**src/hdl/lhe_pkg.sv**
```systemverilog
package lhe_pkg;
   localparam int LOG_FRAC = 24;
   localparam int LOG_INT_BITS = 6;
   localparam int LOG_BITS = LOG_INT_BITS + LOG_FRAC;
   localparam int SUM_BITS = 64;
   localparam int ENT_BITS = 20;
   localparam int OUT_COUNT_BITS = 20;
   localparam int LEN_BITS = 10;
   localparam int BOUND_OUT_BITS = 8;
endpackage

```
**src/hdl/lhe_log2.sv**
```systemverilog
// Iterative log2 in Q.24: priority search over the operand bits, then one squaring per
// fraction bit. The 32x32 square is split into two 32x16 partial products, the low one registered.
module lhe_log2 (
   input  logic        clock,
   input  logic        reset,
   input  logic        start,
   input  logic [31:0] x,
   output logic        busy,
   output logic        done,
   output logic [lhe_pkg::LOG_BITS-1:0] result
);
   localparam logic [2:0] S_IDLE = 3'd0;
   localparam logic [2:0] S_NORM = 3'd1;
   localparam logic [2:0] S_MLO  = 3'd2;
   localparam logic [2:0] S_MHI  = 3'd3;
   localparam logic [2:0] S_DONE = 3'd4;

   logic [2:0]  state_ff, state_in;
   logic [31:0] m_ff, m_in;
   logic [4:0]  n_ff, n_in;
   logic [4:0]  cnt_ff, cnt_in;
   logic [lhe_pkg::LOG_FRAC-1:0] frac_ff, frac_in;
   logic [47:0] plo_ff, plo_in;
   logic [47:0] phi;
   logic [63:0] sq;
   logic [32:0] mnew;

   assign phi  = 48'(m_ff) * 48'(m_ff[31:16]);
   assign sq   = 64'(plo_ff) + (64'(phi) << 16);
   assign mnew = sq[63:31];

   always_comb begin
      state_in = state_ff;
      m_in = m_ff;
      n_in = n_ff;
      cnt_in = cnt_ff;
      frac_in = frac_ff;
      plo_in = plo_ff;
      case (state_ff)
         S_IDLE: begin
            if (start) begin
               m_in = x;
               n_in = 5'd31;
               state_in = S_NORM;
            end
         end
         S_NORM: begin
            // one bit per cycle; at most 31 steps
            if (m_ff[31] || n_ff == 5'd0) begin
               cnt_in = 5'd0;
               frac_in = '0;
               state_in = S_MLO;
            end else begin
               m_in = {m_ff[30:0], 1'b0};
               n_in = n_ff - 5'd1;
            end
         end
         S_MLO: begin
            plo_in = 48'(m_ff) * 48'(m_ff[15:0]);
            state_in = S_MHI;
         end
         S_MHI: begin
            frac_in = {frac_ff[lhe_pkg::LOG_FRAC-2:0], mnew[32]};
            m_in = mnew[32] ? mnew[32:1] : mnew[31:0];
            cnt_in = cnt_ff + 5'd1;
            state_in = (cnt_ff == 5'(lhe_pkg::LOG_FRAC - 1)) ? S_DONE : S_MLO;
         end
         S_DONE: state_in = S_IDLE;
         default: state_in = S_IDLE;
      endcase
   end

   always_ff @(posedge clock) begin
      if (reset) state_ff <= S_IDLE;
      else state_ff <= state_in;
      m_ff <= m_in;
      n_ff <= n_in;
      cnt_ff <= cnt_in;
      frac_ff <= frac_in;
      plo_ff <= plo_in;
   end

   assign busy = state_ff != S_IDLE;
   assign done = state_ff == S_DONE;
   assign result = {1'b0, n_ff, frac_ff};
endmodule

```
**config.mk**
```make
export PLATFORM = sky130hd
export DESIGN_NAME = lhe_log2
export DESIGN_NICKNAME = d
export VERILOG_FILES = /design/src/hdl/lhe_pkg.sv /design/src/hdl/lhe_log2.sv
export SDC_FILE = /design/constraint.sdc
export NUM_CORES = 2
export LEC_CHECK = 0
export BUFFER_PORTS_ARGS = -buffer_cell sky130_fd_sc_hd__buf_2
export CAP_MARGIN = 20
export CORE_MARGIN = 5
export CORE_UTILIZATION = 45
export CTS_CLUSTER_SIZE = 30
export DETAILED_ROUTE_END_ITERATION = 10
export PLACE_DENSITY_LB_ADDON = 0.05
export RECOVER_POWER = 25
export SLEW_MARGIN = 20
export SYNTH_ARGS = -nofsm -noshare
export SYNTH_HDL_FRONTEND = slang
export SYNTH_SLANG_ARGS = --single-unit
```
**constraint.sdc**
```tcl
create_clock -name clock -period 14.2 [get_ports clock]
set_input_delay 2.13 -clock clock [delete_from_list [all_inputs] [get_ports clock]]
set_output_delay 2.13 -clock clock [all_outputs]
set_load 0.005 [all_outputs]
```
# Yosys cells after proc, flatten, opt, wreduce, memory -nomap -nowiden

Index checks and enable logic that the tools add are counted.

Register bits after elaboration: 117
Input port bits: 35
Output and inout bits: 32
Logic and storage cells: 45

Add/sub/neg operators: 3
Multipliers: 2
Eq/ne operators: 8
Mux-type cells: 15
Reduce and logical (&&, ||, !) cells: 11

Operators with widths:

| cell                | number |
|---|---|
| $mul 32x16->48      | 2 |
| $mux 32             | 3 |
| $pmux 32 s3         | 1 |
| $add 48x64->64      | 1 |
| $pmux 24 s2         | 1 |
| $mux 24             | 1 |
| $pmux 5 s2          | 2 |
| $mux 5              | 3 |
| $pmux 3 s4          | 1 |
| $mux 3              | 3 |
| $eq 3x2->1 const B  | 2 |
| $ne 2x2->1 const B  | 3 |
| $reduce_and 3->1    | 2 |
| $reduce_bool 3->1   | 2 |
| $add 5x1->5 const B | 1 |
| $eq 5x5->1 const B  | 1 |
| $logic_not 5->1     | 1 |
| $sub 5x1->5 const B | 1 |
| $reduce_and 2->1    | 2 |
| $reduce_bool 2->1   | 2 |
| $eq 3x1->1 const B  | 1 |
| $eq 3x3->1 const B  | 1 |
| $logic_not 3->1     | 1 |
| $logic_or 1x1->1    | 1 |

# Depth between registers and ports, before layout

Depth after elaboration: 4
Depth in mapped cells: 42
Gate-level depth less buffers: 37

# Worst setup path after synthesis

OpenSTA, ideal clock, no wires.

Kind: flip-flop to flip-flop
Start point: reg m_ff[12]
End point: reg m_ff[27], data pin
Library setup time: 0.268 ns
Arrival: 8.549 ns
Required time: 13.932 ns
Setup slack: 5.383 ns
Cell stages (with the launch flop): 37
Buffers on the path: 4
Clock period less this slack: 8.817 ns
Cells stage by stage: edfxtp_1 clkbuf_1 clkbuf_1 nand2_1 fa_1 fa_1 inv_1 fa_1 fa_1 fa_1 inv_1 fa_1 inv_1 ha_1 buf_4 and2_1 and3_1 nand3_1 nand3_1 a21o_1 a21oi_1 xnor2_1 ha_1 a21o_1 a21o_1 a21o_1 a2111oi_0 a21oi_1 a31oi_1 o31a_1 nor4_2 and4b_2 xnor2_1 buf_2 a21oi_1 a211oi_1 o31ai_1

Word-level cells in the longest chain between the ends: 4

RTL lines:

| item                     | line           | RTL |
|---|---|---|
| start: declaration       | lhe_log2.sv:19 | `logic [31:0] m_ff, m_in;` |
| start signal: assignment | lhe_log2.sv:76 | `m_ff <= m_in;` |
| $mul 32x16->48           | lhe_log2.sv:28 | `assign phi = 48'(m_ff) * 48'(m_ff[31:16]);` |
| $add 48x64->64           | lhe_log2.sv:29 | `assign sq = 64'(plo_ff) + (64'(phi) << 16);` |
| $mux 32                  | lhe_log2.sv:64 | `m_in = mnew[32] ? mnew[32:1] : mnew[31:0];` |
| $pmux 32 s3              | lhe_log2.sv:39 | `case (state_ff)` |
| net m_in[27]             | lhe_log2.sv:19 |  |

The timed path passes the listed nets, and every way through them passes these cells.
A chain may end at the register's enable or synchronous reset.

# Worst setup path in the final report

Start point: reg m_ff[24]
End point: reg m_ff[18], data pin

The elaborated chain is that of the path after synthesis.

==> summary.md <==
| Metric | Value |
|---|---|
| Status | `finished, violations left` |
| Failing checks | `max-capacitance violations, max-slew violations` |
| Clock Tree Root | `clkbuf_16` |
| Fin. max-slew vios | `125` |
| Share of cells above drive strength 1 | `4.03%` |
| Area after DPL | `35200 sq um` |
| Global Route Usage Sum | `25.6%` |
| Synth top area cells | `fa_1, inv_1, ha_1` |
| Routed vias | `24910` |
| Clk slew on worst S/H paths | `roughly 0.1 ns` |
| YS warnings | `0` |
| Half-perimeter wire length after placement | `around 83000 um` |
| Die H | `284 um` |
| List of most frequent post-synthesis cells | `inv_1, fa_1, nand2_1, ha_1, nor2_1` |
| Starting Density | `between 40% and 50%` |
| Vias in the first global route | `27529` |
| Initial DRC Count | `approximately 1600` |
| Final #Nets | `4755` |
| Slowest CP cell | `inv_1` |
| Pre-CTS setup slack | `about 3.3 ns` |
| Slew headroom | `-73.7%` |
| WS Path Type | `flop to flop` |
| Final hold vios | `0` |
| Synth Net Count | `~4800` |
| Number of synthesized register bits | `101` |
| Setup Fix Bufs, Post-CTS | `0` |
| Fin area | `roughly 35000 sq um` |
| Mapped Cells | `around 3700` |
| PnR worst setup slack | `3.26 ns` |
| Final-report setup violation count | `0` |
| Cts bufs inserted | `9` |
| Worst path required time | `14.37 ns` |
| Most common cell in the netlist | `inv_1` |
| Startpoint types | `flop` |
| Total gr overflow | `0` |
| Crit path DAT | `11.10 ns` |
| Unrepaired setup endpoints after global routing | `false` |
| Setup TNS | `0 ns` |
| First-pass GRT wire length | `160000 um` |
| Worst-path fanout max | `34` |
| CTS H-tree depth | `3` |
| Worst-Skew Late Latency | `0.40 ns` |
| Full die area | `80800 sq um` |
| Num Clock Sinks | `101` |
| Most common cell on crit path | `fa_1` |
| Worst Skew | `0.0226 ns` |
| TritonCTS clock tree | `built` |
| Routed Antenna Nets | `0` |
| Area Overhead vs Synth | `4.84%` |
| EDFF count, synth | `98` |
| Worst Tran Pin Value | `2.61 ns` |
| Max-cap violation count | `3` |
| Synth area leader | `fa_1` |
| Crit. End Element | `flop` |
| Post-synth design cell area | `33800 sq um` |
| Die Width | `284 um` |
| DRC | `0` |
| Ys flop type | `edfxtp_1` |
| Register area share after synthesis | `slightly below 9%` |
| Routed length per instance | `roughly 22 um` |
| Number of cell rows | `100` |
| Async SR Flop Fraction | `0%` |
| Largest net degree at the start of global routing | `64` |
| Slowest stage delay, CP | `0.75 ns` |
| Hold buffers post-CTS | `0` |
| PortBufs | `65` |
| IO Count | `67` |
| HP Class | `flop to flop` |
| Core footprint | `74400 sq um` |
| Deepest clock path buffer count | `2` |
| Final Wtd Congestion | `0.939` |
| Fin crit period | `10.94 ns` |
| Syn Area/Cell | `9.12 sq um` |
| Initial antenna violation count | `2` |
| Post-CTS resize count | `0` |
| Netlist cell types | `81` |
| Drt total wl | `about 100000 um` |
| DRT Pass-1 Iters | `5` |
| Via density | `5.34` |
| Tcrit/Tclk final | `77.0%` |
| Synth top area share | `44.4%` |
| Max Fclk | `slightly above 0.09 GHz` |
==> state kept, by name, summed over array words and instances (netlist names) <==
name      count
n_ff          5
m_ff         32
cnt_ff        5
state_ff      3
frac_ff      24
plo_ff       32
==> worst max-delay path, delay by kind of cell (launching register included) <==
kind	cells	cell delay, ns
and+or+nand+nor	8	1.31
xor gates and xnor gates	2	0.51
DFF	1	0.70
muxes	1	0.25
adders and majority gates	8	3.73
buffers and inverters	7	1.60
AOI/OAI and AO/OA	10	2.58
==> cell families (layout without fill, tap and decap cells) <==
family	after synthesis	in the layout	share of synthesized area, %
other	1	2	0.0111
muxes	12	12	0.366
adders and majority gates	1032	1032	54.8
AOI/OAI and AO/OA	408	408	7.55
and+or+nand+nor	944	944	13.2
DFF	101	101	8.88
buffers and inverters	1101	1083	12.3
xor gates and xnor gates	112	112	2.94
==> cell usage in the layout (no fill, tap or decap), drive strengths merged, types with 93 or more instances in the layout <==
cell and instances:
inv 959, fa 750, o21ai 93, nor2 162, buf 105, edfxtp 98
ha 282, nand2 419, and2 161, a21oi 135
==> final cells by class <==
type	instances	area, sq um
Timing Repair Buffer	108	634
Sequential cell	101	3000
Fill cell	7246	39000
Antenna cell	1	2.50
Inverter	959	3600
Clock inverter	7	98.8
Tap cell	969	1210
Multi-Input combinational cell	2509	26700
Clock buffer	9	225
==> layer usage <==
layer  routed length, um  track usage (%)
met4                3570             7.60
met3                4490             2.24
met1               42100             33.4
met2               51700             45.7
met5                   0                0
==> stage by stage <==
stage                     utilization, %  hold WS (ns)  std cells
after global placement              47.2         0.557       4645
after detailed placement            47.2         0.568       4645
after CTS                           47.7         0.590       4661
after global routing                47.6         0.614       4662
final                               47.6         0.584       4663
after floorplan                        -         0.563       3711
==> worst paths after layout <==
check,startpoint,cells after the start,end,slack [ns]
hold / removal,frac_ff[7]$_SDFFCE_PN0P_,1,frac_ff[8]$_SDFFCE_PN0P_,0.58
hold reg to reg,frac_ff[7]$_SDFFCE_PN0P_,1,frac_ff[8]$_SDFFCE_PN0P_,0.58
setup reg to reg,m_ff[24]$_DFFE_PP_,36,m_ff[18]$_DFFE_PP_,3.26
setup / recovery,m_ff[24]$_DFFE_PP_,36,m_ff[18]$_DFFE_PP_,3.26
Power is not shown: default switching activity piles up to over one toggle a cycle in this logic, so the estimate is an artifact.
