[src/hdl/lhe_div.sv]
// Restoring divider, one quotient bit per cycle, 64 by 32 bits.
module lhe_div (
   input  logic        clock,
   input  logic        reset,
   input  logic        start,
   input  logic [63:0] dividend,
   input  logic [31:0] divisor,
   output logic        done,
   output logic [63:0] quotient
);
   logic        run_ff;
   logic        done_ff;
   logic [6:0]  cnt_ff;
   logic [63:0] q_ff;
   logic [32:0] r_ff;
   logic [32:0] shifted;
   logic        fits;

   assign shifted = {r_ff[31:0], q_ff[63]};
   assign fits = shifted >= {1'b0, divisor};

   always_ff @(posedge clock) begin
      if (reset) begin
         run_ff <= 1'b0;
         done_ff <= 1'b0;
      end else begin
         done_ff <= 1'b0;
         if (start && !run_ff) begin
            run_ff <= 1'b1;
         end else if (run_ff && cnt_ff == 7'd63) begin
            run_ff <= 1'b0;
            done_ff <= 1'b1;
         end
      end
      if (start && !run_ff) begin
         q_ff <= dividend;
         r_ff <= '0;
         cnt_ff <= '0;
      end else if (run_ff) begin
         r_ff <= fits ? shifted - {1'b0, divisor} : shifted;
         q_ff <= {q_ff[62:0], fits};
         cnt_ff <= cnt_ff + 7'd1;
      end
   end

   assign done = done_ff;
   assign quotient = q_ff;
endmodule

[config.mk]
export PLATFORM = sky130hd
export DESIGN_NAME = lhe_div
export DESIGN_NICKNAME = d
export VERILOG_FILES = /design/src/hdl/lhe_div.sv
export SDC_FILE = /design/constraint.sdc
export NUM_CORES = 1
export LEC_CHECK = 0
export BUFFER_PORTS_ARGS = -buffer_cell sky130_fd_sc_hd__buf_2
export CORE_MARGIN = 3
export CORE_UTILIZATION = 48
export DETAILED_ROUTE_END_ITERATION = 8
export PLACE_DENSITY = 0.84
export SLEW_MARGIN = 10
export SYNTH_ARGS = -nofsm -noshare
export SYNTH_HDL_FRONTEND = slang
export SYNTH_SLANG_ARGS = --single-unit
[constraint.sdc]
create_clock -name clock -period 2.9 [get_ports clock]
set_input_delay 0.58 -clock clock [delete_from_list [all_inputs] [get_ports clock]]
set_output_delay 0.58 -clock clock [all_outputs]
set_load 0.01 [all_outputs]
* After elaboration in Yosys (flattened, before gate mapping)
Index checks and enable logic that the tools add are counted. Widths: inputs -> output; s select.
Storage, ports and cells: output and inout bits 65, register bits 105, logic and storage cells 21
Operators by class: reductions and logical operators 6, add/sub/neg operators 2, order comparisons 1, equality and inequality tests 1, mux-type cells 6
Operators with widths (number):
- $mux 64 | 2
- $ge 33x32->1 | 1
- $mux 32 | 1
- $sub 32x32->32 | 1
- $add 7x1->7 const B | 1
- $eq 7x6->1 const B | 1
- $reduce_bool 2->1 | 2
- $mux 1 | 3
- $logic_and 1x1->1 | 2
- $reduce_or 2->1 | 1
- $logic_not 1->1 | 1

* Longest topological paths before layout
Gate-level depths: netlist of run 1.
word-level depth 4, depth in mapped cells 13, gate-level depth less buffers 12

* Worst setup path before layout of run 1
Ideal clock, no wire load.
path type input -> register, start input port divisor[23], end register q_ff[0], in the netlist quotient[0] (data pin), cell stages on the path 11, slack 94 ps, arrival time 2546 ps, library setup time 260 ps, required time 2640 ps, cell sequence inv_1 ha_1 clkbuf_1 nand4_1 nor4_1 a2111oi_0 o22ai_1 a211oi_2 o21ai_4 buf_4 mux2_2
Between the ends: cells in the longest elaborated chain, start to end 3
Ends and longest elaborated chain:
- from (decl) | line 7 | input logic [31:0] divisor,
- $ge 33x32->1 | line 20 | assign fits = shifted >= {1'b0, divisor};
- $mux 64 | line 39 | end else if (run_ff) begin
- $mux 64 | line 35 | if (start && !run_ff) begin
- to (signal assigned) | line 36 | q_ff <= dividend;
- to (signal assigned) | line 41 | q_ff <= {q_ff[62:0], fits};
- to (decl) | line 14 | logic [63:0] q_ff;
No other way between the ends. The select of a mux whose other input is x is not followed. A chain may end at the register's enable or synchronous reset.

* Worst setup path after layout of run 1
start input port divisor[10], end register r_ff[27]
Between the ends: cells in the longest elaborated chain, start to end 2
Ends and longest elaborated chain:
- $sub 32x32->32 / $ge 33x32->1 (equally long branches) | line 40, 20
- $mux 32 (*) | line 40 | r_ff <= fits ? shifted - {1'b0, divisor} : shifted;
- to (signal assigned) | line 40
- to (decl) | line 15 | logic [32:0] r_ff;
Every way passes the cells marked *; elsewhere a longest branch is shown, timed or not.

==> reports/metrics.yaml, run 1 <==
grt:
  grt_max_degree: 67
  grt_pass1_vias: 5662
  grt_antenna_before_repair: 0
  track_usage: 0.2259
  grt_overflow: 0
  grt_pass1_wl_mm: 26.57
critical_path:
  endpoint_kind: "register"
  r2r-start: "r_ff[9]"
  startpoint_type: "primary input"
  arrival_ps: 2950
  critPathKind: "in -> reg"
  crit_start: "divisor[10]"
  worstPathRequired_ps: 3120
  r2r_end: "r_ff[27]"
  r2r_setup_slack_ps: 180
  critical_path.max_fanout: 4
  cp-endpoint: "r_ff[27]"
  r2r_cells: 11
power_and_ir_drop:
  power_mw: 7.125
  leakage_nw: 3.602
  p_per_area_nw_per_um2: 886.7
  ir_drop_mv: 0.4200
place:
  gp_congestion: 0.9017
  io_buffer_count: 163
  dp_hpwl_mm: 12.39
die:
  die_height_um: 119.3
  die_w_um: 119.3
  rows: 40
  initial_core_util: 0.5027
  core_region_area_sq_um: 12260
  dieArea_sq_um: 14240
  io-pin-count: 164
drt:
  ant_nets: 0
  drcViolationCount: 0
  firstDrtPassIters: 5
  avgRoutedWirePerCell_um: 15.78
  via_per_inst: 5.385
  vias: 5433
  drt_iter0_drc: 373
  wl_mm: 15.92
clock_tree:
  cts_buffers: 9
  worstSkewPairLatency_ps: 340
  cts_hold_buf: 0
  cts_tree: "done"
  htree_levels: 3
  clock_sinks: 105
  cts_max_path_buffers: 2
  clockRootBuffer: "clkbuf_16"
  clkTransAtPathRegs_ps: 70
layout:
  drive_above_1_share: 0.4019
  synthToLayoutAreaGrowth_pct: 30.37
  nNetsFinal: 969
  final_cell_mix: "buf_2 (163), buf_4 (82), mux2_2 (64), edfxtp_1 (64), nand2_1 (50)"
  layout_commonest_cell: "buf_2"
  antennaDiodeCount: 0
yosys:
  netlist-cell-type-count: 60
  postSynth.asyncResetShare: 0
  syn_inst: 604
  synthFlopType: "edfxtp_1"
  syn_area_sq_um: 6163
  synth_nets: 737
  yosysSeqAreaShare: 0.4450
  ys_ff_latch: 105
  ys.warnings.count: 0
  avgSynthCellArea_sq_um: 10.20
  synth-edff-count: 64
sta:
  rsz0062_at_grt: "false"
  fin_crit_sh: 0.9429
  setup_tns_ps: 0
  setup_viol: 0
  skew_ps: 7.472
  worst_pin_slew_ps: 636.8
  drv_slew: 0
  relSlewSlack: 0.5749
  hold_violations: 0
  fmax_mhz: 365.7
  holdWs_ps: 406.5
  min_period_ps: 2734
worst_hold_path:
  hp-start: "reset"
  holdCritPathClass: "in -> reg"
  holdPathStages: 2
status:
  status: "finished, final reports clean"
job:
  drv_cap: 0
==> area by class of cell <==
type | instances | area, sq um
Timing Repair Buffer | 247 | 1471
Sequential cell | 105 | 2743
Clock inverter | 5 | 63.81
Tap cell | 168 | 210.2
Fill cell | 1007 | 4227
Multi-Input combinational cell | 433 | 3164
Clock buffer | 11 | 232.7
Inverter | 40 | 150.1
==> per-stage QoR <==
stage | cell area (sq um) | util | instances | setup slack (ps)
after global placement | 7732 | 0.6306 | 993 | -157.9
final | 8035 | 0.6553 | 1009 | 165.7
after floorplan | 6163 | - | 604 | 93.95
after global routing | 8035 | 0.6553 | 1009 | 0.8731
after CTS | 8029 | 0.6548 | 1009 | 148.9
after detailed placement | 7732 | 0.6306 | 993 | -192.0
==> per-layer routing <==
metal / part of all wire / wire length [um] / track usage
met1: 0.42 / 6688 / 0.2819
met2: 0.49 / 7859 / 0.3843
met3: 0.075 / 1188 / 0.06363
met4: 0.012 / 189 / 0.06084
met5: 0 / 0 / 0
==> flip-flops by register name, summed over array words and instances (netlist names) <==
name	cells
done	1
run_ff	1
r_ff	32
quotient	64
cnt_ff	7
==> how the worst min path moves through the flow <==
stage	end	slack, ps
2_1_floorplan	r_ff[8]	440
3_3_place_gp	cnt_ff[6]	460
3_5_place_dp	cnt_ff[6]	470
4_1_cts	done	390
5_1_grt	done	400
6_report	done	410
==> cell families after synthesis <==
| family | after synthesis | share of synthesized area |
|---|---|---|
| muxes | 74 | 0.1332 |
| and+or+nand+nor | 138 | 0.1013 |
| buffers and inverters | 66 | 0.04385 |
| AOI/OAI and AO/OA | 157 | 0.1638 |
| DFF | 105 | 0.4450 |
| adders and majority gates | 34 | 0.07024 |
| xor gates and xnor gates | 30 | 0.04263 |
==> power breakdown <==
| part | switching [mW] | total (mW) | internal [mW] | leakage, nW |
|---|---|---|---|---|
| clock network | 0.549 | 1.23 | 0.679 | 0.141 |
| logic | 1.85 | 3.66 | 1.82 | 2.48 |
| registers | 0.275 | 2.23 | 1.96 | 0.979 |
| total | 2.67 | 7.13 | 4.46 | 3.60 |
==> synth_stat cells, drive strengths merged (2+ instances only) <==
cell type  count  area, sq um
edfxtp        64         1922
mux2          64        720.7
nand2         51        193.9
o21ai         47        246.5
a21oi         45        236.5
dfxtp         41        820.8
nor2          39        146.4
inv           38        142.6
ha            33        412.9
clkbuf        20        75.07
xnor2         19        166.4
nand3         16        80.08
nand4         11        68.82
xor2          11        96.34
mux2i         10        100.1
a21o           8        60.06
a22o           7        61.31
o21a           7        52.55
buf            6        45.04
o22ai          6        43.79
a31oi          5        31.28
a32oi          5        43.79
o211ai         5        37.54
and3           4        25.02
nand2b         4        25.02
nor2b          4        25.02
a211o          3        27.53
a211oi         3        27.52
o21bai         3        22.52
o31ai          3        27.52
a31o           2        17.52
clkinv         2        7.510
nor4           2        12.51
or3            2        12.51
==> critical path, cell delays in order <==
cell and delay (ps):
buf_2 70, inv_1 30, ha_1 300, buf_4 160, a21oi_1 160, nand2_1 100
or2_1 240, o22ai_2 250, a211o_2 260, nand2_2 80, or4_1 500, nand4_1 120
a31oi_1 100
==> timing repair <==
action | 4_1_cts | 5_1_grt
buffers inserted | 0 | 0
endpoints found under the setup margin | 0 | 5
gates resized for setup | 0 | 3
Note: power is estimated with default switching activity, not from simulation.
==> inputs of run 2 (changes only) <==
==> config.mk (replaced) <==
export PLATFORM = sky130hd
export DESIGN_NAME = lhe_div
export DESIGN_NICKNAME = d
export VERILOG_FILES = /design/src/hdl/lhe_div.sv
export SDC_FILE = /design/constraint.sdc
export NUM_CORES = 1
export LEC_CHECK = 0
export CORE_MARGIN = 3
export CORE_UTILIZATION = 50
export DETAILED_ROUTE_END_ITERATION = 8
export DONT_BUFFER_PORTS = 1
export PLACE_DENSITY = 0.75
export SLEW_MARGIN = 10
export SYNTH_ARGS = -nofsm -noshare
export SYNTH_HDL_FRONTEND = slang
export SYNTH_SLANG_ARGS = --single-unit
==> run 2 against run 1 <==
Net effect:
- via count is 11% lower
- total power is 1.1% lower
- final cell count is 19% lower
==> reports/metrics.yaml, run 2 (synthesis results as in run 1) <==
place:
  gp_congestion: 0.9799
  io_buffer_count: 0
  place_inst: 794
  dp_hpwl_mm: 12.01
  placed_cell_area_sq_um: 6828
clock_tree:
  cts_tree: "done"
  cts_buffers: 9
  htree_levels: 3
  clockRootBuffer: "clkbuf_16"
  worstSkewPairLatency_ps: 360
  cts_hold_buf: 0
  clkTransAtPathRegs_ps: 70
  clock_sinks: 105
  cts_max_path_buffers: 2
sta:
  drv_slew: 0
  worst_pin_slew_ps: 515.6
  min_period_ps: 2736
  fmax_mhz: 365.5
  setup_tns_ps: 0
  relSlewSlack: 0.6558
  skew_ps: 9.528
  rsz0062_at_grt: "false"
  hold_violations: 0
  fin_crit_sh: 0.9436
  setup_viol: 0
layout:
  nNetsFinal: 798
  largest_reg_flops: 64
  fin_cells: 813
  layout_commonest_cell: "buf_4"
  synthToLayoutAreaGrowth_pct: 16.52
  antennaDiodeCount: 0
  final_cell_mix: "buf_4 (72), mux2_2 (64), edfxtp_1 (64)"
  final_area_sq_um: 7182
  finish.utilization: 0.6132
  drive_above_1_share: 0.2522
die:
  rows: 39
  io-pin-count: 164
  die_w_um: 117.0
  die_height_um: 117.0
  core_region_area_sq_um: 11710
  initial_core_util: 0.5263
  dieArea_sq_um: 13690
drt:
  wl_met3_mm: 1.143
  via_per_inst: 5.963
  met2_length_mm: 7.762
  firstDrtPassIters: 5
  drcViolationCount: 0
  wl_met1_mm: 6.464
  avgRoutedWirePerCell_um: 19.36
  wl_mm: 15.74
  vias: 4848
  ant_nets: 0
  routed.top_layer: "met5"
  drt_iter0_drc: 322
critical_path:
  endpoint_kind: "register"
  startpoint_type: "register"
  slowest_stage: "a211o_2"
  critical_path.max_fanout: 12
  arrival_ps: 2970
  critPathKind: "reg -> reg"
  worstPathRequired_ps: 3130
  cpPeakStageDelay_ps: 410
  path_cells: "ha_1 > buf_4 > a21oi_1 > o21ai_1 > o21ba_2 > o22ai_2 > a211o_2 > o21ai_4 > buf_4 > mux2i_1 > o21ai_1"
grt:
  grt_pass1_vias: 4917
  grt_max_degree: 52
  grt_antenna_before_repair: 1
  track_usage: 0.2246
  grt_overflow: 0
  grt_pass1_wl_mm: 23.89
power_and_ir_drop:
  p_per_area_nw_per_um2: 981.3
  power_mw: 7.047
  leakage_nw: 2.945
  ir_drop_mv: 0.4690
worst_hold_path:
  holdCritPathClass: "in -> reg"
status:
  status: "finished, final reports clean"
job:
  drv_cap: 0
-- run 2: changes by cell type in the layout (fill, tap and decap cells not counted), sizes merged --
cell / previous run / this run
clkinv: 3 / 4
clkbuf: 11 / 9
inv: 40 / 42
buf: 247 / 76
clkinvlp: 1 / 0
-- run 2: worst max-delay path, delay by kind of cell (launching register included) --
kind,cells,cell delay [ps]
AOI/OAI and AO/OA,7,1320
muxes,1,210
adders and majority gates,1,360
DFF,1,330
buffers and inverters,2,410
-- run 2: final timing paths --
kind | slack (ps) | startpoint | end | depth (start not counted)
worst max-delay path | 160 | r_ff[7] | r_ff[9] | 11
worst min-delay path | 300 | reset | done | 1
worst max register to register | 160 | r_ff[7] | r_ff[9] | 11
worst min register to register | 470 | r_ff[5] | r_ff[5] | 2
-- run 2: layer usage --
metal  vias up  GRT usage
met5         -          0
met4         2    0.06269
met3        32    0.07404
met2       196     0.3777
met1      2284     0.2772
li1       2334          -
-- run 2: cell type report --
class	instances	area (sq um)
Clock buffer	9	225.2
Clock inverter	7	102.6
Fill cell	982	4529
Inverter	40	150.1
Multi-Input combinational cell	433	3162
Sequential cell	105	2743
Tap cell	143	178.9
Timing Repair Buffer	76	620.6
-- run 2: report_power, final --
part           internal (mW)  total (mW)  switching, mW
clock network          0.704        1.33          0.626
registers               1.96        2.30          0.332
logic                   1.68        3.42           1.74
-- run 2: through the flow --
step                setup slack, ps  hold WS [ps]
floorplan                     93.95         442.2
global placement             -9.650         457.8
detailed placement           -95.19         464.7
CTS                           141.0         281.6
global route                  34.49         286.7
finish                        163.7         300.1
-- run 2: timing repair --
action | CTS | global route
setup buffers | 0 | 3
resized for setup | 0 | 3
endpoints found under the setup margin | 0 | 12
==> inputs of run 3 (changes only) <==
--- a/config.mk
+++ b/config.mk
@@ -5,11 +5,10 @@
 export SDC_FILE = /design/constraint.sdc
 export NUM_CORES = 1
 export LEC_CHECK = 0
-export CORE_MARGIN = 3
 export CORE_UTILIZATION = 50
 export DETAILED_ROUTE_END_ITERATION = 8
 export DONT_BUFFER_PORTS = 1
-export PLACE_DENSITY = 0.75
+export PLACE_DENSITY = 0.72
 export SLEW_MARGIN = 10
 export SYNTH_ARGS = -nofsm -noshare
 export SYNTH_HDL_FRONTEND = slang
==> constraint.sdc (replaced) <==
create_clock -name clock -period 2.99 [get_ports clock]
set_input_delay 0 -clock clock [delete_from_list [all_inputs] [get_ports clock]]
set_output_delay 0 -clock clock [all_outputs]
set_load 0.01 [all_outputs]
==> run 3 against run 2 <==
Net effect:
- first-iteration DRC count increased by 12%
- via count shrank 0.33%
- cell area rose by 2.0%
- setup slack improved by 19 ps
- maximum frequency fell by 2.5%
- wire length rose by 0.56%
- utilization down 0.36 points
- clock skew increased by 3.3 ps
- global-route usage grew 2.7 points
- sequential share of layout area down 0.74 points
- combinational power fell by 17%
- largest power group unchanged
- register-to-register slack gained 20 ps
==> reports/metrics.yaml, run 3 (synthesis results as in run 1) <==
grt:
  grtUsageMet2: 0.4303
  grt_overflow: 0
  track_usage: 0.2516
  grt_max_degree: 68
  use_met1: 0.3027
  grt_pass1_wl_mm: 24.93
  grt_most_used_layer: "met2"
  grt_antenna_before_repair: 1
  grt_pass1_vias: 4918
  gr-usage-met3: 0.05785
critical_path:
  r2r_setup_slack_ps: 180
  critPathKind: "reg -> reg"
  crit_start: "r_ff[0]"
  critical_path.max_fanout: 5
  r2r_cells: 10
  worstPathRequired_ps: 3190
  endpoint_kind: "register"
  startpoint_type: "register"
  r2r_end: "r_ff[27]"
  r2r-start: "r_ff[0]"
  arrival_ps: 3010
power_and_ir_drop:
  ir_drop_mv: 0.4382
  p_per_area_nw_per_um2: 859.7
  leakage_nw: 2.893
sta:
  drv_slew: 0
  worst_pin_slew_ps: 816.8
  min_period_ps: 2807
  setup_viol: 0
  setup_tns_ps: 0
  relSlewSlack: 0.4555
  hold_violations: 0
  rsz0062_at_grt: "false"
  fmax_mhz: 356.2
  skew_ps: 12.83
  fin_crit_sh: 0.9389
die:
  rows: 40
  die_height_um: 113.0
  die_w_um: 113.0
  io-pin-count: 164
  initial_core_util: 0.5131
  core_region_area_sq_um: 12010
  dieArea_sq_um: 12770
place:
  dp_hpwl_mm: 10.55
  io_buffer_count: 0
  gp_congestion: 0.9052
drt:
  drt_iter0_drc: 362
  via_per_inst: 5.893
  drcViolationCount: 0
  firstDrtPassIters: 7
  avgRoutedWirePerCell_um: 19.30
  wl_mm: 15.82
  vias: 4832
  ant_nets: 0
clock_tree:
  clkTransAtPathRegs_ps: 80
  cts_buffers: 9
  worstSkewPairLatency_ps: 360
  clock_sinks: 105
  cts_max_path_buffers: 2
  htree_levels: 3
  cts_tree: "done"
  postCtsSetupBuffers: 0
  clockRootBuffer: "clkbuf_16"
layout:
  drive_above_1_share: 0.1533
  synthToLayoutAreaGrowth_pct: 18.82
  nNetsFinal: 800
  fill_cells: 1016
  largest_reg_flops: 64
  layout_commonest_cell: "dlygate4sd3_1"
  finish.utilization: 0.6097
  final_cell_mix: "dlygate4sd3_1 (67), mux2_2 (64), edfxtp_1 (64)"
worst_hold_path:
  holdPathStages: 3
  hp-start: "start"
  hold_end: "r_ff[0]"
  holdCritPathClass: "in -> reg"
status:
  status: "finished, final reports clean"
job:
  drv_cap: 0
==> run 3: changes by cell type in the layout (fill, tap and decap cells not counted), sizes merged <==
| cell | before | now |
|---|---|---|
| dlygate4sd3 | 0 | 67 |
| clkbuf | 9 | 10 |
| bufinv | 1 | 0 |
| buf | 76 | 11 |
| diode | 0 | 1 |
==> run 3: worst max path at each step <==
stage          cells past startpoint  slack [ps]          end
5_1_grt                           11          30     r_ff[18]
4_1_cts                           11         220     r_ff[18]
3_3_place_gp                      10         310     r_ff[27]
6_report                          10         180     r_ff[27]
2_1_floorplan                     10         500  quotient[0]
3_5_place_dp                      11         240     r_ff[18]
==> run 3: routing by layer <==
metal  wire length [um]  share of wire
met4                507          0.032
met1               6576           0.42
met5                  0              0
met3                866          0.055
met2               7874           0.50
==> run 3: worst max-delay path, cell delays in order, from the launching register on <==
cell and delay (ps):
dfxtp_1 330, ha_1 290, nor2b_1 150, o31ai_2 370
a21oi_4 120, o22ai_2 270, a211o_2 260, nand2_2 120
or4_1 520, nand4_1 110, a31oi_1 90
==> run 3: area by class of cell <==
type	count	area (sq um)	area share
antenna	1	2.502	0.0003417
sequential	105	2743	0.3745
inverter	40	150.1	0.02050
timing repair buffer	78	782.0	0.1068
clock buffer	10	239.0	0.03263
multi-input combinational	433	3158	0.4312
clock inverter	6	65.06	0.008884
tap	147	183.9	0.02512
==> run 3: power breakdown <==
group | total [mW] | internal [mW] | switching, mW
clock network | 1.23 | 0.616 | 0.616
logic | 2.83 | 1.26 | 1.58
registers | 2.23 | 1.91 | 0.323
==> run 3: repair_timing <==
action                                 in CTS  in global routing
hold buffers                               67                  0
gates resized for setup                     0                  1
endpoints found under the hold margin      70                  0
setup endpoints to repair                   0                  1
==> run 3: stage by stage <==
stage	setup WS, ps	instances	hold WS, ps	instance area, sq um	power [mW]
finish	182.8	820	37.55	7323	6.296
global placement	314.2	736	77.66	6342	4.882
global route	30.48	820	54.32	7323	6.708
floorplan	496.4	604	72.38	6163	4.364
CTS	216.8	819	27.36	7317	6.256
detailed placement	241.6	736	78.83	6342	4.947
